### config.mk
export PLATFORM = sky130hd
export DESIGN_NAME = ddo_cordic
export DESIGN_NICKNAME = d
export VERILOG_FILES = /design/src/hdl/ddo_pkg.sv /design/src/hdl/ddo_cordic.sv
export SDC_FILE = /design/constraint.sdc
export NUM_CORES = 1
export LEC_CHECK = 0
export BUFFER_PORTS_ARGS = -buffer_cell sky130_fd_sc_hd__buf_2
export CORE_MARGIN = 5
export CORE_UTILIZATION = 50
export DETAILED_ROUTE_END_ITERATION = 10
export GPL_TIMING_DRIVEN = 0
export MAX_ROUTING_LAYER = met4
export PLACE_DENSITY_LB_ADDON = 0.2
export SLEW_MARGIN = 20
export SYNTH_ARGS = -nofsm -noshare
export SYNTH_HDL_FRONTEND = slang
export SYNTH_SLANG_ARGS = --single-unit
### constraint.sdc
create_clock -name clock -period 8.2 [get_ports clock]
set_input_delay 0.82 -clock clock [delete_from_list [all_inputs] [get_ports clock]]
set_output_delay 0.82 -clock clock [all_outputs]
set_load 0.03 [all_outputs]
### src/hdl/ddo_pkg.sv
`default_nettype none

package ddo_pkg;

   // Angle constants: 2*pi and pi in 2^-24 rad, pi and pi/2 in Q30.
   localparam logic [26:0]        TWO_PI_Q24 = 27'd105414357;
   localparam logic signed [33:0] PI_Q24 = 34'sd52707179;
   localparam logic signed [33:0] PI_Q30 = 34'sd3373259426;
   localparam logic signed [33:0] HALF_PI_Q30 = 34'sd1686629713;
   localparam logic signed [33:0] CORDIC_GAIN_Q30 = 34'sd652032874;
   localparam int                 DEF_ITERATIONS = 24;

   // Operation codes.
   localparam logic [2:0] FUNC_UPD_THR = 3'd0;
   localparam logic [2:0] FUNC_UPD = 3'd1;
   localparam logic [2:0] FUNC_UPD_REBASE = 3'd2;
   localparam logic [2:0] FUNC_SET_POSE = 3'd3;
   localparam logic [2:0] FUNC_CLEAR = 3'd4;

   // Register indexes and reset values.
   localparam logic [1:0]  REG_LEFT_PULSE = 2'd0;
   localparam logic [1:0]  REG_RIGHT_PULSE = 2'd1;
   localparam logic [1:0]  REG_WHEEL_BASE = 2'd2;
   localparam logic [1:0]  REG_THRESHOLD = 2'd3;
   localparam logic [31:0] RST_PULSE = 32'd167772;
   localparam logic [31:0] RST_WHEEL_BASE = 32'd13107200;
   localparam logic [31:0] RST_THRESHOLD = 32'd65536;

   // Status of the rotation unit as seen by the sequencer.
   typedef struct packed {
      logic busy;
      logic done;
   } cor_status_type;

   // Arctangent of 2^-i in Q30.
   function automatic logic [29:0] atan_q30(input logic [4:0] i);
      logic [29:0] v;
      case (i)
         5'd0: v = 30'd843314856;
         5'd1: v = 30'd497837829;
         5'd2: v = 30'd263043836;
         5'd3: v = 30'd133525158;
         5'd4: v = 30'd67021686;
         5'd5: v = 30'd33543515;
         5'd6: v = 30'd16775850;
         5'd7: v = 30'd8388437;
         5'd8: v = 30'd4194282;
         5'd9: v = 30'd2097149;
         5'd10: v = 30'd1048575;
         5'd11: v = 30'd524287;
         5'd12: v = 30'd262143;
         5'd13: v = 30'd131071;
         5'd14: v = 30'd65535;
         5'd15: v = 30'd32767;
         5'd16: v = 30'd16383;
         5'd17: v = 30'd8191;
         5'd18: v = 30'd4095;
         5'd19: v = 30'd2047;
         5'd20: v = 30'd1023;
         5'd21: v = 30'd511;
         5'd22: v = 30'd255;
         5'd23: v = 30'd127;
         5'd24: v = 30'd63;
         5'd25: v = 30'd31;
         5'd26: v = 30'd15;
         5'd27: v = 30'd8;
         5'd28: v = 30'd4;
         5'd29: v = 30'd2;
         5'd30: v = 30'd1;
         default: v = 30'd0;
      endcase
      return v;
   endfunction

endpackage

`default_nettype wire

### src/hdl/ddo_cordic.sv
`default_nettype none

// Cosine and sine in Q30 of an angle in 2^-24 rad, one rotation per cycle.
module ddo_cordic #(
   parameter int ITERATIONS = ddo_pkg::DEF_ITERATIONS
) (
   input  wire logic                   clock,
   input  wire logic                   reset,
   input  wire logic                   start,
   input  wire logic signed [31:0]     angle,
   output ddo_pkg::cor_status_type     status,
   output logic signed [33:0]          cos_out,
   output logic signed [33:0]          sin_out
);

   localparam logic [1:0] C_IDLE = 2'd0;
   localparam logic [1:0] C_REDUCE = 2'd1;
   localparam logic [1:0] C_FOLD = 2'd2;
   localparam logic [1:0] C_ITER = 2'd3;
   localparam logic [4:0] LAST_STEP = 5'(ITERATIONS - 1);

   logic [1:0]         state_ff, state_in;
   logic [31:0]        mag_ff, mag_in;
   logic               neg_ff, neg_in;
   logic [2:0]         shift_ff, shift_in;
   logic signed [33:0] z_ff, z_in, x_ff, x_in, y_ff, y_in;
   logic               flip_ff, flip_in;
   logic [4:0]         step_ff, step_in;
   logic               done_ff, done_in;

   logic [31:0]        multiple;
   logic signed [33:0] zr, z64, ddx, ddy, xn, yn, zn, atan_s;

   always_comb begin
      state_in = state_ff;
      mag_in = mag_ff;
      neg_in = neg_ff;
      shift_in = shift_ff;
      z_in = z_ff;
      x_in = x_ff;
      y_in = y_ff;
      flip_in = flip_ff;
      step_in = step_ff;
      done_in = 1'b0;
      multiple = 32'(ddo_pkg::TWO_PI_Q24) << shift_ff;
      zr = '0;
      z64 = '0;
      ddx = y_ff >>> step_ff;
      ddy = x_ff >>> step_ff;
      atan_s = $signed({4'b0000, ddo_pkg::atan_q30(step_ff)});
      xn = '0;
      yn = '0;
      zn = '0;
      unique case (state_ff)
         C_IDLE: begin
            // Take the magnitude; the remainder keeps the sign of the angle.
            if (start) begin
               neg_in = angle[31];
               mag_in = angle[31] ? 32'(-33'(angle)) : 32'(angle);
               shift_in = 3'd4;
               state_in = C_REDUCE;
            end
         end
         C_REDUCE: begin
            // Restoring remainder by 2*pi, one shifted multiple per cycle.
            if (mag_ff >= multiple) begin
               mag_in = mag_ff - multiple;
            end
            shift_in = shift_ff - 3'd1;
            if (shift_ff == 3'd0) begin
               state_in = C_FOLD;
            end
         end
         C_FOLD: begin
            // Bring the angle into plus or minus pi, then into half pi.
            zr = neg_ff ? -34'(mag_ff) : 34'(mag_ff);
            if (zr > ddo_pkg::PI_Q24) begin
               zr = zr - 34'(ddo_pkg::TWO_PI_Q24);
            end else if (zr < -ddo_pkg::PI_Q24) begin
               zr = zr + 34'(ddo_pkg::TWO_PI_Q24);
            end
            z64 = zr <<< 6;
            flip_in = 1'b0;
            if (z64 > ddo_pkg::HALF_PI_Q30) begin
               z64 = z64 - ddo_pkg::PI_Q30;
               flip_in = 1'b1;
            end else if (z64 < -ddo_pkg::HALF_PI_Q30) begin
               z64 = z64 + ddo_pkg::PI_Q30;
               flip_in = 1'b1;
            end
            z_in = z64;
            x_in = ddo_pkg::CORDIC_GAIN_Q30;
            y_in = '0;
            step_in = '0;
            state_in = C_ITER;
         end
         C_ITER: begin
            // One rotation; the last one also applies the half-turn flip.
            if (z_ff >= 0) begin
               xn = x_ff - ddx;
               yn = y_ff + ddy;
               zn = z_ff - atan_s;
            end else begin
               xn = x_ff + ddx;
               yn = y_ff - ddy;
               zn = z_ff + atan_s;
            end
            z_in = zn;
            x_in = xn;
            y_in = yn;
            step_in = step_ff + 5'd1;
            if (step_ff == LAST_STEP) begin
               x_in = flip_ff ? -xn : xn;
               y_in = flip_ff ? -yn : yn;
               done_in = 1'b1;
               state_in = C_IDLE;
            end
         end
         default: state_in = C_IDLE;
      endcase
   end

   always_ff @(posedge clock) begin
      if (reset) begin
         state_ff <= C_IDLE;
         done_ff <= 1'b0;
      end else begin
         state_ff <= state_in;
         done_ff <= done_in;
      end
      mag_ff <= mag_in;
      neg_ff <= neg_in;
      shift_ff <= shift_in;
      z_ff <= z_in;
      x_ff <= x_in;
      y_ff <= y_in;
      flip_ff <= flip_in;
      step_ff <= step_in;
   end

   assign status.busy = (state_ff != C_IDLE);
   assign status.done = done_ff;
   assign cos_out = x_ff;
   assign sin_out = y_ff;

endmodule

`default_nettype wire

# ---- After elaboration in Yosys (flattened, before gate mapping)
# Memory sizes are Yosys's and may differ from the RTL's. A register that Yosys moved wholly into a read port is not among the register bits.
# Index checks and enable logic that the tools add are counted.
# W data, S select, Z words.
dict set report classes {
  n_eq_ne 8
  bitwise 1
  mux 32
  magnitude_cmp 6
  reduce_logical 10
  add_sub_neg 17
  n_shift 3
}
# op n
set ops {}
lappend ops {{$mux W34} 12}
lappend ops {{$pmux W34 S2} 3}
lappend ops {{$mux W32} 3}
lappend ops {{$mux W28} 3}
lappend ops {{$add A34 B34 Y34} 2}
lappend ops {{$neg A34 Y34} 2}
lappend ops {{$sshr A34 B5 Y34} 2}
lappend ops {{$sub A34 B34 Y34} 2}
lappend ops {{$pmux W32 S2} 1}
lappend ops {{$add A34 B31 Y34} 1}
lappend ops {{$add A34 B33 Y34 const B} 1}
lappend ops {{$ge A34 B1 Y1 const B} 1}
lappend ops {{$gt A34 B27 Y1 const B} 1}
lappend ops {{$gt A34 B32 Y1 const B} 1}
lappend ops {{$lt A34 B27 Y1 const B} 1}
lappend ops {{$lt A34 B32 Y1 const B} 1}
lappend ops {{$neg A32 Y34} 1}
lappend ops {{$sub A34 B31 Y34} 1}
lappend ops {{$sub A34 B33 Y34 const B} 1}
lappend ops {{$ge A32 B32 Y1} 1}
lappend ops {{$neg A32 Y32} 1}
lappend ops {{$shl A27 B3 Y32 const A} 1}
lappend ops {{$sub A32 B32 Y32} 1}
lappend ops {{$add A28 B27 Y28 const B} 1}
lappend ops {{21 further kinds} 32}
dict set report word_totals {
  reg_bits 147
  out_inout_bits 70
  inputBits 35
  memories 1
  word_cells 88
  romBits 960
}
# name words word_bits rd rd_ports_with_merged_regs wr line
set memory_table {}
lappend memory_table {{(name not given)} 32 30 1 1 0 ddo_pkg.sv:38} ;# case (i)

# ---- Depth between registers and ports, before layout
dict set report depth {
  depth_word 10
  mapped_depth 36
  mapped_depth_nobuf 30
}

# ---- Least setup slack after synthesis
# Ideal clock, no wire load.
dict set report synth_timing {
  kind {reg2reg}
  startpoint {reg step_ff[0]}
  endpoint {reg y_ff[33] (netlist: sin_out[33]), data pin}
  stages_incl_launch_ff 35
  t_arrival_ns 7.282
  n_path_buf 5
  path_slack_ns 0.652
  path_cell_list {edfxtp_1 -> buf_2 -> buf_6 -> buf_6 -> buf_2 -> clkbuf_1 -> mux4_2 -> mux2_2 -> mux2i_1 -> mux2i_1 -> inv_1 -> ha_1 -> inv_1 -> nor2_1 -> nand4_1 -> or3_1 -> or3_1 -> nand2b_1 -> or3_1 -> o21ai_0 -> xnor2_1 -> ha_1 -> and2_1 -> or2_2 -> nor3_1 -> and4_1 -> o31ai_1 -> a211o_1 -> a21o_1 -> a21oi_1 -> xnor2_1 -> nand3b_1 -> o31ai_1 -> xor2_1 -> nor2_1}
}
dict set report synth_between {
  elab_chain_cells 8
  word_cells_on_any_way 10
  classes_between {add/sub: 3; eq/ne: 1; shift: 1; mux: 5}
}
# element line
set synth_rtl {}
lappend synth_rtl {{start: declaration} ddo_cordic.sv:28} ;# logic [4:0] step_ff, step_in;
lappend synth_rtl {{start signal: assignment} ddo_cordic.sv:138} ;# step_ff <= step_in;
lappend synth_rtl {{$sshr A34 B5 Y34} ddo_cordic.sv:49} ;# ddy = x_ff >>> step_ff;
lappend synth_rtl {{$sub A34 B34 Y34 or $add A34 B34 Y34 (tied branches)} {ddo_cordic.sv:105, ddo_cordic.sv:101}}
lappend synth_rtl {{$mux W34} ddo_cordic.sv:99} ;# if (z_ff >= 0) begin
lappend synth_rtl {{$mux W34} ddo_cordic.sv:54} ;# unique case (state_ff)
lappend synth_rtl {{$neg A34 Y34} ddo_cordic.sv:114} ;# y_in = flip_ff ? -yn : yn;
lappend synth_rtl {{$mux W34} ddo_cordic.sv:114}
lappend synth_rtl {{$mux W34 (*)} ddo_cordic.sv:112} ;# if (step_ff == LAST_STEP) begin
lappend synth_rtl {{$pmux W34 S2 (*)} ddo_cordic.sv:54}
lappend synth_rtl {{end signal: assignment} ddo_cordic.sv:136} ;# y_ff <= y_in;
lappend synth_rtl {{end: declaration} ddo_cordic.sv:26} ;# logic signed [33:0] z_ff, z_in, x_ff, x_in, y_ff, y_in;
# Mark *: on every way between the ends. The rest lies on a longest branch, timed or not. The select of a mux whose other input is x is not followed.
# A chain may end at the register's enable or synchronous reset.

# ---- Worst setup path after layout
dict set report layout_timing {
  startpoint {reg step_ff[1]}
  endpoint {reg y_ff[33] (netlist: sin_out[33]), data pin}
}
# Same word-level chain as after synthesis.

==> flow_summary.json <==
{
  "cp_data_arrival_time_ps": 8150,
  "synth_ff_type": "edfxtp_1",
  "slew_headroom": 0.2147,
  "dpl.cell_count": 3898,
  "synthTopCellsByCount": "286 x nor2_1, 272 x nand2_1, 239 x o21ai_0",
  "first_pass_iters": 6,
  "vias": 25820,
  "cts_buffer_depth": 2,
  "drt-wirelength-per-cell_um": 23.67,
  "drc": 0,
  "dieArea_sq_um": 55550,
  "skew_ps": 16.09,
  "cts_sinks": 177,
  "ys_ff_latch": 177,
  "synth_top_cell_area_share": 0.1698,
  "critPathKind": "flop to flop",
  "start_util": 0.5066,
  "grt_first_pass_wirelength_um": 141000,
  "routabilityCongestion": 1.022,
  "ant_nets": 0,
  "worst_hold_path_type": "primary input to flop",
  "r2r_start": "step_ff[1]",
  "hold_viol": 0,
  "hold_buffers": 0,
  "clock.fmax_mhz": 126.5,
  "cpMaxStageDelayCell": "mux4_2",
  "pin_count": 105,
  "finalSetupViolations": 0,
  "nNetsFinal": 3445,
  "period_needed_ps": 7905,
  "whs_ps": 578.2,
  "hpwl_um": 73470,
  "synth_top_area_cell": "edfxtp_1",
  "vias_per_cell": 6.571,
  "syn_to_final_growth_pct": 9.206,
  "yosysUniqueCellTypes": 110,
  "ys_seq_area_frac": 0.1957,
  "holdCritStartpoint": "reset",
  "synth-warning-count": 0,
  "synthTopCellsByArea": "edfxtp_1 17%, ha_1 7.9%, xnor2_1 7.4%, mux4_2 6.6%, xor2_1 4.9%",
  "syn_inst": 3120,
  "cp-end-kind": "flop",
  "instances_no_fill": 3930,
  "first_iter_violations": 2518,
  "syn_area_sq_um": 25470,
  "status": "completed",
  "final.setup.tns_ps": 0,
  "root_buffer": "clkbuf_16",
  "drv_slew": 0,
  "min_period_over_period": 0.9640,
  "cts_tree": "yes",
  "synth_nets": 3320,
  "die_w_um": 235.7,
  "clk_pin_slew_ps": 80,
  "first_global_vias": 24260,
  "fillCellCount": 4745,
  "crit_required_ps": 8440,
  "drive_gt1_frac": 0.1317,
  "numPortBuffers": 104,
  "antenna_cells": 0,
  "timing.max_cap.violations": 0,
  "async_flop_share": 0,
  "gr-total-overflow": 0,
  "critPathLaunchType": "flop",
  "htree_levels": 4,
  "placementRows": 82,
  "tightest_slew_ps": 1178,
  "synth.most_common_cell": "nor2_1",
  "grt.total_usage": 0.3288,
  "fp.dieH_um": 235.7,
  "timing.critical_path.from": "step_ff[1]",
  "syn_area_per_cell_sq_um": 8.164,
  "coreArea_sq_um": 50270,
  "grt_max_degree": 73,
  "crit_path_max_fanout": 10,
  "wl_um": 93020,
  "cpPeakStageDelay_ps": 570,
  "synth-edff-count": 144,
  "clk_latency_ps": 520,
  "antenna_found_initial": 0,
  "numCtsBuffers": 17
}
==> per-stage QoR <==
stage / util / instance area [sq um] / worst slack, ps
global route: 0.5533 / 27820 / -16.93
detailed placement: 0.5351 / 26900 / -924.5
floorplan: - / 25470 / 652.5
global placement: 0.5337 / 26830 / -919.8
finish: 0.5533 / 27820 / 294.8
CTS: 0.5494 / 27620 / 16.85
==> registers in the layout (all words and copies together), names as in the netlist <==
signal	count
z_ff	34
cos_out	34
flip_ff	1
mag_ff	32
step_ff	5
state_ff	2
atan_s	30
sin_out	34
neg_ff	1
shift_ff	3
done_ff	1
==> worst max-delay path, delay by kind of cell, from the launching register on <==
family                   cells  cell delay [ps]
adder cells (fa/ha/maj)      1              300
XOR/XNOR                     2              400
buffers and inverters        5              890
multiplexers                 3             1070
flip-flops                   1              360
AND/OR/NAND/NOR             18             3730
AO/OA/AOI/OAI                4              810
==> worst paths after layout <==
kind | to | slack, ps | depth (start not counted)
min | state_ff[1] | 580 | 2
min reg2reg | state_ff[0] | 580 | 2
max reg2reg | sin_out[33] | 290 | 33
max | sin_out[33] | 290 | 33
==> placed cells by master (no fill, tap or decap), types with 87 or more instances in the layout <==
master / count
nor2_1: 281
nand2_1: 272
o21ai_0: 236
xnor2_1: 215
a21oi_1: 212
ha_1: 161
edfxtp_1: 144
xor2_1: 142
buf_2: 120
inv_1: 104
clkbuf_1: 87
==> cell type report <==
cell class              instances  area, sq um  area share
plain buffers                 163        880.8     0.03167
clock buffers                  19        464.2     0.01669
clock inverters                13        153.9    0.005533
inverters                     106        402.9     0.01448
multi-input cells            2672        19500      0.7010
flip-flops and latches        177         4985      0.1792
well taps                     672        840.8     0.03023
repair buffers                108        590.6     0.02123
==> kinds of logic (layout without fill, tap and decap cells) <==
kind of cell,Yosys count,after routing,synth area share
buf+inv,271,409,0.04485
mux,180,180,0.1098
compound gates,898,898,0.2321
simple gates,1066,1066,0.2080
flops,177,177,0.1957
fa+ha+maj,165,165,0.08223
xor+xnor,363,363,0.1273
==> layer usage <==
metal / part of all wire / up-vias / GRT usage
met4: 0.042 / 0 / 0.1309
met2: 0.47 / 1159 / 0.5374
li1: - / 11910 / -
met3: 0.069 / 214 / 0.04253
met5: 0 / - / -
met1: 0.41 / 12540 / 0.4159
==> repair_timing <==
action                     CTS  global route
setup buffers                0             2
resized for setup           43            59
setup endpoints to repair   21            53
pin swaps                    0             4
Power is not shown: default switching activity piles up to over one toggle a cycle in this logic, so the estimate is an artifact.
